===== config.mk =====
export PLATFORM = sky130hd
export DESIGN_NAME = lz4bd_outq
export DESIGN_NICKNAME = d
export VERILOG_FILES = /design/src/design/lz4bd_pkg.sv /design/src/design/lz4bd_outq.sv
export SDC_FILE = /design/constraint.sdc
export NUM_CORES = 1
export LEC_CHECK = 0
export ABC_AREA = 1
export BUFFER_PORTS_ARGS = -buffer_cell sky130_fd_sc_hd__buf_4
export CORE_ASPECT_RATIO = 1.2
export CORE_MARGIN = 8
export CORE_UTILIZATION = 54
export DETAILED_ROUTE_END_ITERATION = 16
export PLACE_DENSITY = 0.87
export SLEW_MARGIN = 20
export SYNTH_ARGS = -nofsm -noshare
export SYNTH_HDL_FRONTEND = slang
export SYNTH_SLANG_ARGS = --single-unit
export TNS_END_PERCENT = 50

===== constraint.sdc =====
create_clock -name clk -period 2.5 [get_ports clk]
set_input_delay 0.625 -clock clk [delete_from_list [all_inputs] [get_ports clk]]
set_output_delay 0.625 -clock clk [all_outputs]
set_load 0.005 [all_outputs]

===== src/design/lz4bd_pkg.sv =====
// ----------------------------------------------------------------------------
// lz4bd_pkg: shared types and constants
// Parser phases, per-item request to the history stage, and the result record.
// ----------------------------------------------------------------------------
`default_nettype none

package lz4bd_pkg;

  typedef enum logic [2:0] {
    PH_HEADER,
    PH_TOKEN,
    PH_LITEXT,
    PH_LITERAL,
    PH_OFF_LO,
    PH_OFF_HI,
    PH_MATEXT,
    PH_COPY
  } phase_t;

  localparam int unsigned HEADER_BYTES = 5;
  localparam logic [3:0]  NIBBLE_ESC   = 4'hf;
  localparam logic [7:0]  EXT_CONT     = 8'hff;
  localparam int unsigned MIN_MATCH    = 4;

  localparam logic KIND_BYTE = 1'b0;
  localparam logic KIND_TICK = 1'b1;

  // output queue
  localparam int unsigned OQ_DEPTH = 3;
  localparam int unsigned OQ_IW    = 2;

  // one accepted item, as handed from the parser to the history stage
  typedef struct packed {
    logic       accepted;
    logic       wr;        // item produces a byte that goes into history
    logic       is_copy;   // byte comes from history, not from the stream
    logic [7:0] lit_byte;
    logic       run_last;
    logic       done;
    logic       bad;
  } hist_req_t;

  typedef struct packed {
    logic       accepted;
    logic       out_valid;
    logic [7:0] out_byte;
    logic       run_last;
    logic       block_done;
    logic       bad_offset;
  } result_t;

endpackage

`default_nettype wire


===== src/design/lz4bd_outq.sv =====
// ----------------------------------------------------------------------------
// lz4bd_outq: result queue
// Three-entry queue between the history stage and the result channel; also
// produces the input-side credit.
// ----------------------------------------------------------------------------
`default_nettype none

module lz4bd_outq (
  input  wire logic                clk,
  input  wire logic                rst_n,
  input  wire logic                push,
  input  wire lz4bd_pkg::result_t  push_data,
  input  wire logic                pop,
  output logic                     can_take,
  output logic                     q_valid,
  output lz4bd_pkg::result_t       q_head
);

  localparam int unsigned QD = lz4bd_pkg::OQ_DEPTH;
  localparam int unsigned IW = lz4bd_pkg::OQ_IW;

  lz4bd_pkg::result_t ent_r [QD];
  logic [IW-1:0] head_r, head_nxt;
  logic [IW-1:0] tail_r, tail_nxt;
  logic [IW-1:0] cnt_r, cnt_nxt;
  logic [IW:0]   used;

  function automatic logic [IW-1:0] idx_inc(input logic [IW-1:0] i);
    return (i == IW'(QD - 1)) ? '0 : i + IW'(1);
  endfunction

  always_comb begin
    head_nxt = pop  ? idx_inc(head_r) : head_r;
    tail_nxt = push ? idx_inc(tail_r) : tail_r;
    cnt_nxt  = cnt_r + IW'(push) - IW'(pop);
    // one result in the history stage plus one more accepted now must fit
    used     = (IW+1)'(cnt_r) + (IW+1)'(push);
    can_take = used < (IW+1)'(QD);
    q_valid  = cnt_r != '0;
    q_head   = ent_r[head_r];
  end

  always_ff @(posedge clk) begin
    if (push) begin
      ent_r[tail_r] <= push_data;
    end
  end

  always_ff @(posedge clk) begin
    if (!rst_n) begin
      head_r <= '0;
      tail_r <= '0;
      cnt_r  <= '0;
    end else begin
      head_r <= head_nxt;
      tail_r <= tail_nxt;
      cnt_r  <= cnt_nxt;
    end
  end

endmodule

`default_nettype wire


## Word-level counts from Yosys, hierarchy flattened

Memory sizes are Yosys's and may differ from the RTL's. A register that Yosys moved wholly into a read port is not among the register bits.
Index checks and enable logic that the tools add are counted.

- Equal/unequal tests: 2
- Bitwise gates (word level): 0
- Shift-type cells: 0
- Muxes and demuxes: 6
- Multiply operators: 0
- Reductions and logical operators: 1
- $lt $le $gt $ge: 1
- Div/mod/pow operators: 0
- $add $sub $neg: 5

Operators by type and width:

| cell | number |
|---|---|
| two-way mux 2 bit | 4 |
| adder 2 x 1 -> 2 bit, second input constant | 2 |
| == test 2 bit, second input constant | 2 |
| adder 2 x 1 -> 3 bit | 1 |
| < comparator 3 x 2 -> 1 bit, second input constant | 1 |
| adder 2 x 1 -> 2 bit | 1 |
| two-way mux 1 bit | 2 |
| nonzero test 2 bit | 1 |
| subtractor 2 x 1 -> 2 bit | 1 |

- Bits in latches: 0
- Memory bits (writable): 39
- Register bits: 6
- Logic and storage cells: 19
- Memories kept: 1
- ROM bits: 0
- Input bits: 17

Memory list:

| name | depth | bits a word | rd ports | clocked after Yosys merged registers in | write ports | line | RTL |
|---|---|---|---|---|---|---|---|
| ent_r | 3 | 13 | 1 | 1 | 1 | lz4bd_outq.sv:22 | `lz4bd_pkg::result_t ent_r [QD];` |

## Longest topological paths before layout

- Word-level depth: 4
- Mapped depth: 9
- Gate-level depth less buffers: 9

## Least setup slack after synthesis

No wires, ideal clock.

- Path type: input -> register
- Start point: input port push
- End point: memory ent_r[2][0] (netlist bit) (enable)
- Stages on the path: 2
- Path slack: 466 ps
- Library setup time: 400 ps
- Required time: 2100 ps
- Arrival time: 1635 ps
- Cells stage by stage: inv_1 > nor3_1

- Longest elaborated chain between the ends: 2

RTL lines:

| element | line | RTL |
|---|---|---|
| start: declaration | lz4bd_outq.sv:11 | `input wire logic push,` |
| two-way mux 1 bit | lz4bd_outq.sv:44 | `if (push) begin` |
| two-way mux 1 bit (not written as such) | lz4bd_outq.sv:45 | `ent_r[tail_r] <= push_data;` |
| end: declaration | lz4bd_outq.sv:22 |  |

No other way between the ends.

==> impl_metrics.json <==
{
  "syn_to_final_growth_pct": 18.4,
  "place_hpwl_um": 2580,
  "io_buffers": 31,
  "insertion_delay_ps": 290,
  "worstHoldEndpoint": "tail_r[1]",
  "core_um2": 3280,
  "fin_crit_ps": 2240,
  "grt_pass1_wl_um": 5730,
  "synthCells": 142,
  "relSlewSlack_pct": 62.7,
  "gp_congestion": 0.673,
  "avgViaCountPerCell": 5.47,
  "fp.dieArea_um2": 5480,
  "power_density_nw_per_um2": 740,
  "std_cell_rows": 23,
  "drt-initial-drc-count": 83,
  "rr_worst_depth": 3,
  "io_pins": 32,
  "cts.sinks": 47,
  "skew_ps": 7.27,
  "via_count": 1177,
  "regToRegSetupSlack_ps": 1180,
  "wire_per_inst_um": 16.9,
  "htreeDepth": 2,
  "start_util_pct": 55.3,
  "tightest_slew_ps": 559,
  "cts.clk_slew.worst_paths_ps": 70,
  "grt_pass1_vias": 1259,
  "cts_tree": "done",
  "synth_seq_cells": 47,
  "final_cell_area_um2": 2150,
  "path_class": "flop to primary output",
  "avgSynthCellArea_um2": 12.8,
  "grtUsageTotal_pct": 14.5,
  "cts-buffers-inserted": 5,
  "drv_slew": 0,
  "fmax_ghz": 0.447,
  "cellLeakagePower_nw": 0.862,
  "grt_max_degree": 15,
  "required_ps": 1880,
  "power.total_mw": 1.59,
  "drv_cap": 0,
  "syn-cell-area_um2": 1820,
  "yosys_warnings": 0,
  "syn-num-nets": 163,
  "postCtsHoldBufs": 0,
  "hold_viol": 0,
  "die_h_um": 79.5,
  "holdWs_ps": 497,
  "reg2reg_to": "ent_r[0][2]",
  "synthDistinctLibCells": 15,
  "antenna_left": 0,
  "startpoint_type": "flop",
  "tns_ps": 0,
  "clockBufferDepth": 2,
  "fin_cells": 215,
  "antenna_found_initial": 0,
  "first_pass_iters": 4,
  "layout-drive-gt1-share_pct": 25.3,
  "post-place-ws_ps": 394,
  "timing.rr.start": "tail_r[0]",
  "status": "finished clean",
  "critPathMaxFanout": 14,
  "hp-class": "flop to flop",
  "routed_wl_um": 3630,
  "fin_ws_ps": 263,
  "yosysSeqAreaShare_pct": 73.3,
  "setup_viol": 0,
  "arrival_ps": 1610,
  "cts_setup_buffers": 0,
  "grt_overflow": 0,
  "end_kind": "primary output",
  "fin_crit_sh_pct": 89.5,
  "final_nets": 198,
  "dp.cells": 207,
  "cts_root_buf": "clkbuf_8",
  "ir_drop_mv": 0.456,
  "final_util_pct": 65.5,
  "cts_resized": 0,
  "hold_path_depth": 2,
  "hold_start": "tail_r[1]",
  "place_area_um2": 2060,
  "rsz0062_at_grt": "false",
  "dieWidth_um": 68.9,
  "drc": 0,
  "diodes": 0
}
-- layer usage --
metal / vias to the layer above / GRT usage [%] / wire [µm]
met5: - / 0 / 0
met1: 551 / 14.6 / 1240
met4: 0 / 8.45 / 108
met2: 53 / 24.0 / 1940
li1: 561 / - / -
met3: 12 / 6.18 / 333
-- cells in the mapped netlist --
master / n / share of area, %
nor3_1: 1 / 0.28
nor2_2: 2 / 0.69
xnor2_1: 1 / 0.48
a21oi_1: 29 / 8.0
edfxtp_1: 39 / 65
ha_1: 4 / 2.8
nand3_1: 2 / 0.55
dfxtp_1: 8 / 8.8
nand2_1: 23 / 4.8
inv_2: 2 / 0.41
a21oi_2: 2 / 0.97
inv_1: 10 / 2.1
nor2_1: 15 / 3.1
clkbuf_8: 1 / 0.76
buf_6: 3 / 1.9
-- critical path, cell delays in order, from the launching register on --
cell and delay (ps):
dfxtp_1 670, inv_2 260, nor2_1 180, a21oi_1 70
buf_4 140
-- cells in the final DEF (no fill, tap or decap), types with 2 or more instances in the layout --
cell type / netlist / routed
nand3_1: 2 / 2
nor2_2: 2 / 2
nand2_1: 23 / 23
dfxtp_1: 8 / 8
ha_1: 4 / 4
edfxtp_1: 39 / 39
nor2_1: 15 / 15
inv_1: 10 / 10
buf_4: 0 / 32
a21oi_2: 2 / 2
inv_2: 2 / 2
clkbuf_8: 1 / 6
a21oi_1: 29 / 29
-- layout make-up --
cell class	count	area, µm²
flip-flops and latches	47	1330
inverters	12	45.0
clock buffers	7	86.3
repair buffers	32	240
well taps	37	46.3
multi-input cells	79	397
clock inverters	1	3.75
fillers	245	1130
-- sequential cells by signal (all words and copies together), names as in the netlist, named ones only --
name    count
cnt_r       2
tail_r      2
head_r      2
ent_r      39
-- worst max path at each step --
| stage | from | endpoint | slack [ps] | depth (start not counted) |
|---|---|---|---|---|
| 2_1_floorplan | push | ent_r[2][0] | 470 | 2 |
| 3_3_place_gp | push | can_take | 410 | 5 |
| 3_5_place_dp | push | can_take | 390 | 5 |
| 4_1_cts | flop | q_head[12] | 240 | 4 |
| 5_1_grt | flop | q_head[6] | 120 | 4 |
| 6_report | flop | q_head[12] | 260 | 4 |
-- power breakdown --
| part | leakage [nW] | switching [mW] | internal [mW] |
|---|---|---|---|
| logic | 0.389 | 0.114 | 0.111 |
| registers | 0.427 | 0.0288 | 0.891 |
| clock network | 0.0459 | 0.224 | 0.221 |
| total | 0.862 | 0.367 | 1.22 |
-- kinds of logic after synthesis --
family                   Yosys count  share of synthesized area (%)
XOR/XNOR                           1                          0.483
adder cells (fa/ha/maj)            4                           2.76
flip-flops                        47                           73.3
AO/OA/AOI/OAI                     31                           8.96
buffers and inverters             16                           5.10
AND/OR/NAND/NOR                   43                           9.37
Power figures use the tool's default switching activity.
