===== src/design/lz4bd_pkg.sv =====
// ----------------------------------------------------------------------------
// lz4bd_pkg: shared types and constants
// Parser phases, per-item request to the history stage, and the result record.
// ----------------------------------------------------------------------------
`default_nettype none

package lz4bd_pkg;

  typedef enum logic [2:0] {
    PH_HEADER,
    PH_TOKEN,
    PH_LITEXT,
    PH_LITERAL,
    PH_OFF_LO,
    PH_OFF_HI,
    PH_MATEXT,
    PH_COPY
  } phase_t;

  localparam int unsigned HEADER_BYTES = 5;
  localparam logic [3:0]  NIBBLE_ESC   = 4'hf;
  localparam logic [7:0]  EXT_CONT     = 8'hff;
  localparam int unsigned MIN_MATCH    = 4;

  localparam logic KIND_BYTE = 1'b0;
  localparam logic KIND_TICK = 1'b1;

  // output queue
  localparam int unsigned OQ_DEPTH = 3;
  localparam int unsigned OQ_IW    = 2;

  // one accepted item, as handed from the parser to the history stage
  typedef struct packed {
    logic       accepted;
    logic       wr;        // item produces a byte that goes into history
    logic       is_copy;   // byte comes from history, not from the stream
    logic [7:0] lit_byte;
    logic       run_last;
    logic       done;
    logic       bad;
  } hist_req_t;

  typedef struct packed {
    logic       accepted;
    logic       out_valid;
    logic [7:0] out_byte;
    logic       run_last;
    logic       block_done;
    logic       bad_offset;
  } result_t;

endpackage

`default_nettype wire


===== src/design/lz4bd_ctrl.sv =====
// ----------------------------------------------------------------------------
// lz4bd_ctrl: sequence parser
// Walks header, token, length extensions, literals, offset and match copy;
// issues history read/write addresses for each accepted item.
// ----------------------------------------------------------------------------
`default_nettype none

module lz4bd_ctrl #(
  parameter int unsigned HISTORY_DEPTH = 65536,
  parameter int unsigned COUNT_WIDTH   = 32,
  parameter int unsigned AW            = 16,
  parameter int unsigned PW            = 17
) (
  input  wire logic             clk,
  input  wire logic             rst_n,
  input  wire logic             take,
  input  wire logic             kind,
  input  wire logic [7:0]       in_byte,
  input  wire logic             is_last,
  output lz4bd_pkg::hist_req_t  req,
  output logic [AW-1:0]         rd_addr,
  output logic [AW-1:0]         wr_addr
);

  localparam int unsigned CW = COUNT_WIDTH;
  localparam logic [CW-1:0] CNT_MAX = '1;
  localparam logic [AW:0]   DEPTH_W = (AW+1)'(HISTORY_DEPTH);
  localparam logic [AW-1:0] WP_LAST = AW'(HISTORY_DEPTH - 1);
  localparam logic [PW-1:0] PROD_MAX = PW'(HISTORY_DEPTH);

  lz4bd_pkg::phase_t phase_r, phase_nxt;
  logic [2:0]    hc_r, hc_nxt;
  logic [3:0]    nib_r, nib_nxt;
  logic [CW-1:0] ll_r, ll_nxt;
  logic [CW-1:0] ml_r, ml_nxt;
  logic [15:0]   off_r, off_nxt;
  logic [AW-1:0] wp_r, wp_nxt;
  logic [PW-1:0] prod_r, prod_nxt;

  logic [CW:0]   ll_add, ml_add;
  logic [CW+1:0] ml_add4;
  logic [CW-1:0] ll_dec, ml_dec;
  logic [AW:0]   off_w, wp_w;
  logic [15:0]   off_full;
  logic [AW-1:0] wp_inc;
  logic [PW-1:0] prod_inc;

  always_comb begin
    ll_add   = {1'b0, ll_r} + (CW+1)'(in_byte);
    ml_add   = {1'b0, ml_r} + (CW+1)'(in_byte);
    ml_add4  = (CW+2)'(ml_r) + (CW+2)'(in_byte) + (CW+2)'(lz4bd_pkg::MIN_MATCH);
    ll_dec   = (ll_r == '0) ? '0 : ll_r - CW'(1);
    ml_dec   = (ml_r == '0) ? '0 : ml_r - CW'(1);
    wp_inc   = (wp_r == WP_LAST) ? '0 : wp_r + AW'(1);
    prod_inc = (prod_r == PROD_MAX) ? prod_r : prod_r + PW'(1);
    off_full = {in_byte, off_r[7:0]};
    // offset is known not to exceed the window here
    off_w    = (AW+1)'(off_r);
    wp_w     = {1'b0, wp_r};
    rd_addr  = (wp_w >= off_w) ? AW'(wp_w - off_w) : AW'(wp_w + DEPTH_W - off_w);
    wr_addr  = wp_r;
  end

  always_comb begin
    phase_nxt = phase_r;
    hc_nxt    = hc_r;
    nib_nxt   = nib_r;
    ll_nxt    = ll_r;
    ml_nxt    = ml_r;
    off_nxt   = off_r;
    wp_nxt    = wp_r;
    prod_nxt  = prod_r;
    req       = '0;
    req.lit_byte = in_byte;

    if (kind == lz4bd_pkg::KIND_TICK) begin
      if (phase_r == lz4bd_pkg::PH_COPY) begin
        req.wr      = 1'b1;
        req.is_copy = 1'b1;
        wp_nxt      = wp_inc;
        prod_nxt    = prod_inc;
        ml_nxt      = ml_dec;
        if (ml_dec == '0) begin
          req.run_last = 1'b1;
          phase_nxt    = lz4bd_pkg::PH_TOKEN;
        end
      end
    end else if (phase_r != lz4bd_pkg::PH_COPY) begin
      req.accepted = 1'b1;
      unique case (phase_r)
        lz4bd_pkg::PH_HEADER: begin
          if (is_last) begin
            req.done = 1'b1;
          end else if (hc_r >= 3'(lz4bd_pkg::HEADER_BYTES - 1)) begin
            hc_nxt    = '0;
            phase_nxt = lz4bd_pkg::PH_TOKEN;
          end else begin
            hc_nxt = hc_r + 3'd1;
          end
        end
        lz4bd_pkg::PH_TOKEN: begin
          nib_nxt = in_byte[3:0];
          ll_nxt  = CW'(in_byte[7:4]);
          if (is_last) begin
            req.done = 1'b1;
          end else if (in_byte[7:4] == lz4bd_pkg::NIBBLE_ESC) begin
            phase_nxt = lz4bd_pkg::PH_LITEXT;
          end else if (in_byte[7:4] == 4'd0) begin
            phase_nxt = lz4bd_pkg::PH_OFF_LO;
          end else begin
            phase_nxt = lz4bd_pkg::PH_LITERAL;
          end
        end
        lz4bd_pkg::PH_LITEXT: begin
          ll_nxt = ll_add[CW] ? CNT_MAX : ll_add[CW-1:0];
          if (is_last) begin
            req.done = 1'b1;
          end else if (in_byte != lz4bd_pkg::EXT_CONT) begin
            phase_nxt = lz4bd_pkg::PH_LITERAL;
          end
        end
        lz4bd_pkg::PH_LITERAL: begin
          req.wr   = 1'b1;
          wp_nxt   = wp_inc;
          prod_nxt = prod_inc;
          ll_nxt   = ll_dec;
          req.run_last = (ll_dec == '0);
          if (is_last) begin
            req.done = 1'b1;
          end else if (ll_dec == '0) begin
            phase_nxt = lz4bd_pkg::PH_OFF_LO;
          end
        end
        lz4bd_pkg::PH_OFF_LO: begin
          off_nxt = {8'd0, in_byte};
          if (is_last) begin
            req.done = 1'b1;
          end else begin
            phase_nxt = lz4bd_pkg::PH_OFF_HI;
          end
        end
        lz4bd_pkg::PH_OFF_HI: begin
          off_nxt = off_full;
          if (is_last) begin
            req.done = 1'b1;
          end else if (off_full == '0 || 17'(off_full) > 17'(prod_r)) begin
            req.bad  = 1'b1;
            req.done = 1'b1;
          end else if (nib_r == lz4bd_pkg::NIBBLE_ESC) begin
            ml_nxt    = CW'(lz4bd_pkg::NIBBLE_ESC);
            phase_nxt = lz4bd_pkg::PH_MATEXT;
          end else begin
            ml_nxt    = CW'(nib_r) + CW'(lz4bd_pkg::MIN_MATCH);
            phase_nxt = lz4bd_pkg::PH_COPY;
          end
        end
        lz4bd_pkg::PH_MATEXT: begin
          ml_nxt = ml_add[CW] ? CNT_MAX : ml_add[CW-1:0];
          if (is_last) begin
            req.done = 1'b1;
          end else if (in_byte != lz4bd_pkg::EXT_CONT) begin
            ml_nxt    = (ml_add4[CW+1:CW] != 2'd0) ? CNT_MAX : ml_add4[CW-1:0];
            phase_nxt = lz4bd_pkg::PH_COPY;
          end
        end
        lz4bd_pkg::PH_COPY: begin
          // unreachable: bytes are refused during a copy
          req.accepted = 1'b0;
        end
      endcase

      // block end: back to header, window emptied
      if (req.done) begin
        phase_nxt = lz4bd_pkg::PH_HEADER;
        hc_nxt    = '0;
        nib_nxt   = '0;
        ll_nxt    = '0;
        ml_nxt    = '0;
        off_nxt   = '0;
        wp_nxt    = '0;
        prod_nxt  = '0;
      end
    end
  end

  always_ff @(posedge clk) begin
    if (!rst_n) begin
      phase_r <= lz4bd_pkg::PH_HEADER;
      hc_r    <= '0;
      nib_r   <= '0;
      ll_r    <= '0;
      ml_r    <= '0;
      off_r   <= '0;
      wp_r    <= '0;
      prod_r  <= '0;
    end else if (take) begin
      phase_r <= phase_nxt;
      hc_r    <= hc_nxt;
      nib_r   <= nib_nxt;
      ll_r    <= ll_nxt;
      ml_r    <= ml_nxt;
      off_r   <= off_nxt;
      wp_r    <= wp_nxt;
      prod_r  <= prod_nxt;
    end
  end

endmodule

`default_nettype wire


===== config.mk =====
export PLATFORM = sky130hd
export DESIGN_NAME = lz4bd_ctrl
export DESIGN_NICKNAME = d
export VERILOG_FILES = /design/src/design/lz4bd_pkg.sv /design/src/design/lz4bd_ctrl.sv
export SDC_FILE = /design/constraint.sdc
export NUM_CORES = 1
export LEC_CHECK = 0
export BUFFER_PORTS_ARGS = -buffer_cell sky130_fd_sc_hd__buf_2
export CAP_MARGIN = 0
export CORE_MARGIN = 8
export CORE_UTILIZATION = 35
export DETAILED_ROUTE_END_ITERATION = 12
export PLACE_DENSITY = 0.61
export SLEW_MARGIN = 20
export SYNTH_ARGS = -nofsm -noshare
export SYNTH_HDL_FRONTEND = slang
export SYNTH_SLANG_ARGS = --single-unit

===== constraint.sdc =====
create_clock -name clk -period 5.28 [get_ports clk]
set_input_delay 1.056 -clock clk [delete_from_list [all_inputs] [get_ports clk]]
set_output_delay 1.056 -clock clk [all_outputs]
set_load 0.005 [all_outputs]

Yosys cells after proc, flatten, opt, wreduce, memory -nomap -nowiden
Cells that the tools add are included.
Storage, ports and cells
  register bits: 123
  bits of input ports: 13
Operators by class
  add/sub/neg operators: 13
  order comparisons: 3
  equal/unequal tests: 29
  multiplexer cells: 80
  bitwise operators: 1
  reductions and logical operators: 27
Operators by type and width (number)
  $mux 32: 14
  $logic_not 32->1: 4
  $mux 16: 8
  $mux 17: 6
  $add 32x8->33: 3
  $pmux 32 s3: 1
  $mux 3: 24
  $pmux 32 s2: 1
  $sub 32x1->32 const B: 2
  $ne 4x4->1 const B: 12
  $add 33x3->34 const B: 1
  $add 16x1->16 const B: 2
  $pmux 16 s2: 1
  $sub 16x16->16: 2
  $pmux 3 s7: 1
  $add 17x1->17 const B: 1
  $eq 17x17->1 const B: 1
  $gt 16x17->1: 1
  $reduce_and 17->1: 1
  $eq 16x16->1 const B: 1
  $ge 16x16->1: 1
  $logic_not 16->1: 1
  $mux 1: 16
  $reduce_and 4->1: 4
  26 further kinds: 44

Longest topological paths before layout
  depth in word-level cells: 10
  gate-level depth with buffers: 15
  mapped depth without buffers: 13

Worst setup path before layout
OpenSTA, ideal clock, no wires.
  kind: input port to flip-flop
  from: input port in_byte[1]
  to: register ml_r[27]
  setup time: 0.070 ns
  data arrival time: 4.089 ns
  path slack: 1.120 ns
  cell stages on the path: 12
  cells stage by stage: ha_1 -> ha_1 -> fa_1 -> and2_1 -> o21a_1 -> o31a_1 -> o41ai_1 -> nor2_1 -> a22oi_1 -> nor3b_1 -> or3_1 -> a21oi_1
Between the ends
  word-level cells in the longest chain between the ends: 10
  elaborated cells on any way between the ends: 25
  those cells by class: add/sub: 3; order compare: 1; eq/ne: 3; mux: 13; reduce/logical: 5
RTL lines
  from (decl): line lz4bd_ctrl.sv:18  | input wire logic [7:0] in_byte,
  $add 32x8->33, or another cell as far along: line lz4bd_ctrl.sv:50, lz4bd_ctrl.sv:51
  $add 33x3->34 / $logic_or 1x1->1 (equally long branches): line lz4bd_ctrl.sv:51, lz4bd_ctrl.sv:146
  $reduce_bool 2->1 / $mux 2 (equally long branches): line lz4bd_ctrl.sv:162, lz4bd_ctrl.sv:146
  $mux 32 / $mux 1 (equally long branches): line lz4bd_ctrl.sv:162, lz4bd_ctrl.sv:144
  $mux 32 / $pmux 1 s2 (equally long branches): line lz4bd_ctrl.sv:161, lz4bd_ctrl.sv:90
  $mux 32 / $mux 1 (equally long branches): line lz4bd_ctrl.sv:159, lz4bd_ctrl.sv:88
  $pmux 32 s2 / $mux 1 (equally long branches): line lz4bd_ctrl.sv:90, lz4bd_ctrl.sv:76
  $mux 32: line lz4bd_ctrl.sv:173  | if (req.done) begin
  $mux 32: line lz4bd_ctrl.sv:88  | end else if (phase_r != lz4bd_pkg::PH_COPY) begin
  $mux 32: line lz4bd_ctrl.sv:76  | if (kind == lz4bd_pkg::KIND_TICK) begin
  to (signal assigned): line lz4bd_ctrl.sv:201  | ml_r <= ml_nxt;
  to (decl): line lz4bd_ctrl.sv:35  | logic [CW-1:0] ml_r, ml_nxt;
Several ways; a longest one is shown, not always the timed one. The select of a mux whose other input is x is not followed.
A chain may end at the register's enable or synchronous reset.

==> results by stage <==
STA:
- The final cycle utilization of the critical path is 94.8%.
- Summed over all failing endpoints, the final setup total negative slack is 0 ps.
- Setup repair after global routing left no endpoint under its margin.
- For this run, the top clock speed supported by timing is 0.200 GHz.
- The shortest period the worst path allows is 5010 ps.
- The clock arrives with 11.7 ps of skew.
- At the pin with the least slew margin, the transition time is 1200 ps.
- The total setup violations reported at the end of the flow is 0.
- The final max-slew violation count is 0.
- The count of final hold-check violations is 0.
- Headroom to the max-slew limit came out at 19.8%.

Setup path:
- In this run the worst setup path terminates at req[2].
- The setup slack on the worst flop-to-flop path is 1340 ps.
- The worst setup path is launched from a register.
- The largest stage delay on the critical path is 700 ps.
- The endpoint arrival time on the critical path is 3950 ps.
- The number of buffers and inverters on the critical path is 1.
- The launch point of the worst reg-to-reg path is ml_r[2]$_SDFFE_PN0P_.
- The critical path goes through or4_1 -> or4_4 -> nor3_1 -> xor2_1 -> nor4_1 -> nand4_1 -> or2b_1 -> a22o_1 -> buf_2.
- The largest fanout on the critical path is 16.
- The family with the most delay on the worst path is simple AND/OR/NAND/NOR gates.
- The worst setup path is of the reg2out kind.
- The critical path endpoint category is a primary output.
- The endpoint identified for the worst register-to-register timing path is ml_r[13]$_SDFFE_PN0P_.
- The count of cells along the worst register-to-register path is 12.
- At the worst endpoint, the required time is 4220 ps.
- The slowest stage of the critical path belongs to the cell or4_1.
- The critical path starts at ml_r[8]$_SDFFE_PN0P_.
- The critical path crosses 9 cells after its start point.

Placement:
- The total of buffers placed on input and output ports is 58.
- The congestion estimate from routability-driven global placement came to 0.917.
- Summed over all nets, the half-perimeter wirelength after detailed placement is 29.1 mm.

Yosys:
- Synthesis produced a netlist with a net count of 1,711.
- For this run, the leading register cell type out of synthesis is dfxtp_1.
- The number of cells produced by synthesis is 1,623.
- The async set-reset flop share out of synthesis is 0%.
- For this run, the number of Yosys warnings is 0.
- nor2_1 is the most common cell in the netlist.
- The mapped netlist covers 11,600 µm².
- The synthesized area per cell is 7.16 µm².
- The synthesized design spends more area on one cell type than any other, namely dfxtp_1.
- The area fraction of the dominant cell type after synthesis is 21.2%.
- The count of cell types in the netlist is 86.
- By area the synthesized netlist is led by dfxtp_1 (21%), ha_1 (7.1%), o21ai_0 (5.7%), xnor2_1 (5.2%), a21oi_1 (5.2%).
- In this run, synthesis inferred 0 flip-flops with an integrated enable.
- The post-synthesis register bit count is 123.
- Ranked by instance count, the synthesized netlist is headed by nor2_1 (158), o21ai_0 (132), nand2_1 (124), dfxtp_1 (123), a21oi_1 (120).
- The fraction of the yosys area taken by sequential cells is 21.2%.

Pwr:
- Power spread over the standard cell area amounts to 231 nW/µm².
- The worst-case IR drop observed on VDD is 0.205 mV.
- The analysis attributes to cell leakage a power of 0.00480 µW.

Die:
- During I/O placement, the number of pins put on the boundary was 59.
- The area of the core is 32,600 µm².
- The die covers 39,300 µm².
- The horizontal die dimension is 198 µm.
- The initial cell density of the core is 35.6%.
- The die is 198 µm tall.
- The initialized floorplan defines 66 standard-cell rows.

Final layout:
- The multi-input combinational cells in the finished layout cover a total of 8340 µm².
- Cells fill 39.1% of the core in the end.
- The synthesis-to-finish area growth is 9.66%.
- In the final layout, the share of cells above drive strength 1 is 9.72%.
- The number of nets at the end of the flow is 1,691.
- Fill cells in the final layout number 3,401.
- The sequential cells in the finished layout cover a total of 2460 µm².
- The number of antenna diodes is 0.

Route:
- After detailed routing, the number of remaining DRC violations is 0.
- In this run the remaining antenna-violating nets after routing total 0.
- The ratio of routed vias to standard cells is 6.11.
- The number of iterations in the first detailed-routing pass is 6.
- The iteration-0 DRC count of the detailed router is 1,316.
- The routed length per placed instance is 19.8 µm.
- The overall routed net length is 40.7 mm.
- The routed layout has 12,600 vias.

Clock tree:
- The number of gates resized after CTS was 0.
- The clock tree synthesis step divided the H-tree into 4 levels.
- The clock sink count is 123.
- At the later pin of the worst-skew pair, clock insertion delay measures 430 ps.
- The post-CTS setup buffer count is 0.
- After clock tree synthesis, the clock-pin slew on the worst setup and hold paths is 60 ps.
- The quantity of hold-fixing buffers added after cts is 0.
- The clock passes through at most 2 buffers.
- The TritonCTS clock tree is done.
- In this run the clock root is driven by a clkbuf_16.
- In this run, CTS created clock tree buffers numbering 17.

Status:
- The flow ran to the end, and the final reports show no timing, DRC or antenna violations.

Global route:
- The number of antenna violations at the first check in global routing was 0.
- The maximum number of pins on one net before global-route repair is 60.
- Global routing used 20.6% of the available tracks.
- Global routing finished with a remaining overflow of 0.
- The first global-routing pass estimated 65.5 mm of wire.
- The via count of the first global-routing pass is 11,900.

Flow run:
- The max-capacitance violation count is 0.

Min path:
- The type of the tightest min-delay check is reg2reg.
## registers in the layout (all words and copies together), names as in the netlist
signal,flops
nib_r,4
wr_addr,16
prod_r,17
off_r,16
hc_r,3
ml_r,32
ll_r,32
phase_r,3
## worst min-delay path, stage by stage, from the launching register on
cell	delay, ps
dfxtp_1	330
nand2_1	60
a21oi_1	50
## cells in the final DEF (no fill, tap or decap), types with 14 or more instances in the layout
cell       count
o21ai_0      131
xnor2_1       69
clkbuf_16     17
and3_1        34
dfxtp_1      123
a22oi_1       21
xor2_1        38
ha_1          66
nor2_1       158
and2_1        16
buf_4         28
a21oi_1      120
inv_1         71
buf_2         58
nor3_1        47
a31oi_1       14
nand4_1       46
nand2_1      124
nor4_1        50
nand3_1       69
## through the flow
stage / power [µW] / setup slack, ps / instances / hold slack (ps) / instance area [µm²]
6_report: 2940 / 273 / 2058 / 491 / 12700
2_1_floorplan: 1480 / 1120 / 1623 / 449 / 11600
3_3_place_gp: 1690 / 788 / 2026 / 458 / 12100
3_5_place_dp: 1690 / 747 / 2026 / 480 / 12100
4_1_cts: 2940 / 272 / 2058 / 488 / 12700
5_1_grt: 3070 / 35.7 / 2058 / 507 / 12700
## logic make-up after synthesis
group           count (synthesis)  synth area share, %
mux                             7                0.646
flops                         123                 21.2
compound gates                455                 24.9
simple gates                  659                 29.5
xor+xnor                      107                 8.07
buf+inv                       197                 7.04
fa+ha+maj                      75                 8.66
## where the power goes
| group | internal, µW | switching, µW |
|---|---|---|
| Sequential | 943 | 41.6 |
| Combinational | 258 | 450 |
| Clock | 761 | 488 |
## layer usage
layer,global-route usage [%],vias to the layer above,routed length [µm]
met5,0,-,0
met4,9.87,0,1650
met3,3.67,120,3300
met2,33.0,599,18400
met1,26.4,5937,17300
li1,-,5924,-
## cell type report
class                   count  area share (%)
multi-input cells        1303            65.5
repair buffers             86            3.93
well taps                 442            4.34
clock buffers              20            3.51
flip-flops and latches    123            19.3
inverters                  72            2.12
clock inverters            12            1.28
## how the worst min path moves through the flow
stage / to / depth (start not counted) / slack (ps) / start
6_report: hc_r[0]$_SDFFE_PN0P_ / 2 / 490 / hc_r[0]$_SDFFE_PN0P_
5_1_grt: hc_r[0]$_SDFFE_PN0P_ / 2 / 510 / hc_r[0]$_SDFFE_PN0P_
4_1_cts: hc_r[0]$_SDFFE_PN0P_ / 2 / 490 / hc_r[0]$_SDFFE_PN0P_
3_5_place_dp: hc_r[0]$_SDFFE_PN0P_ / 2 / 480 / hc_r[0]$_SDFFE_PN0P_
3_3_place_gp: hc_r[0]$_SDFFE_PN0P_ / 2 / 460 / hc_r[0]$_SDFFE_PN0P_
2_1_floorplan: hc_r[0]$_SDFFE_PN0P_ / 2 / 450 / hc_r[0]$_SDFFE_PN0P_
Power figures use the tool's default switching activity.
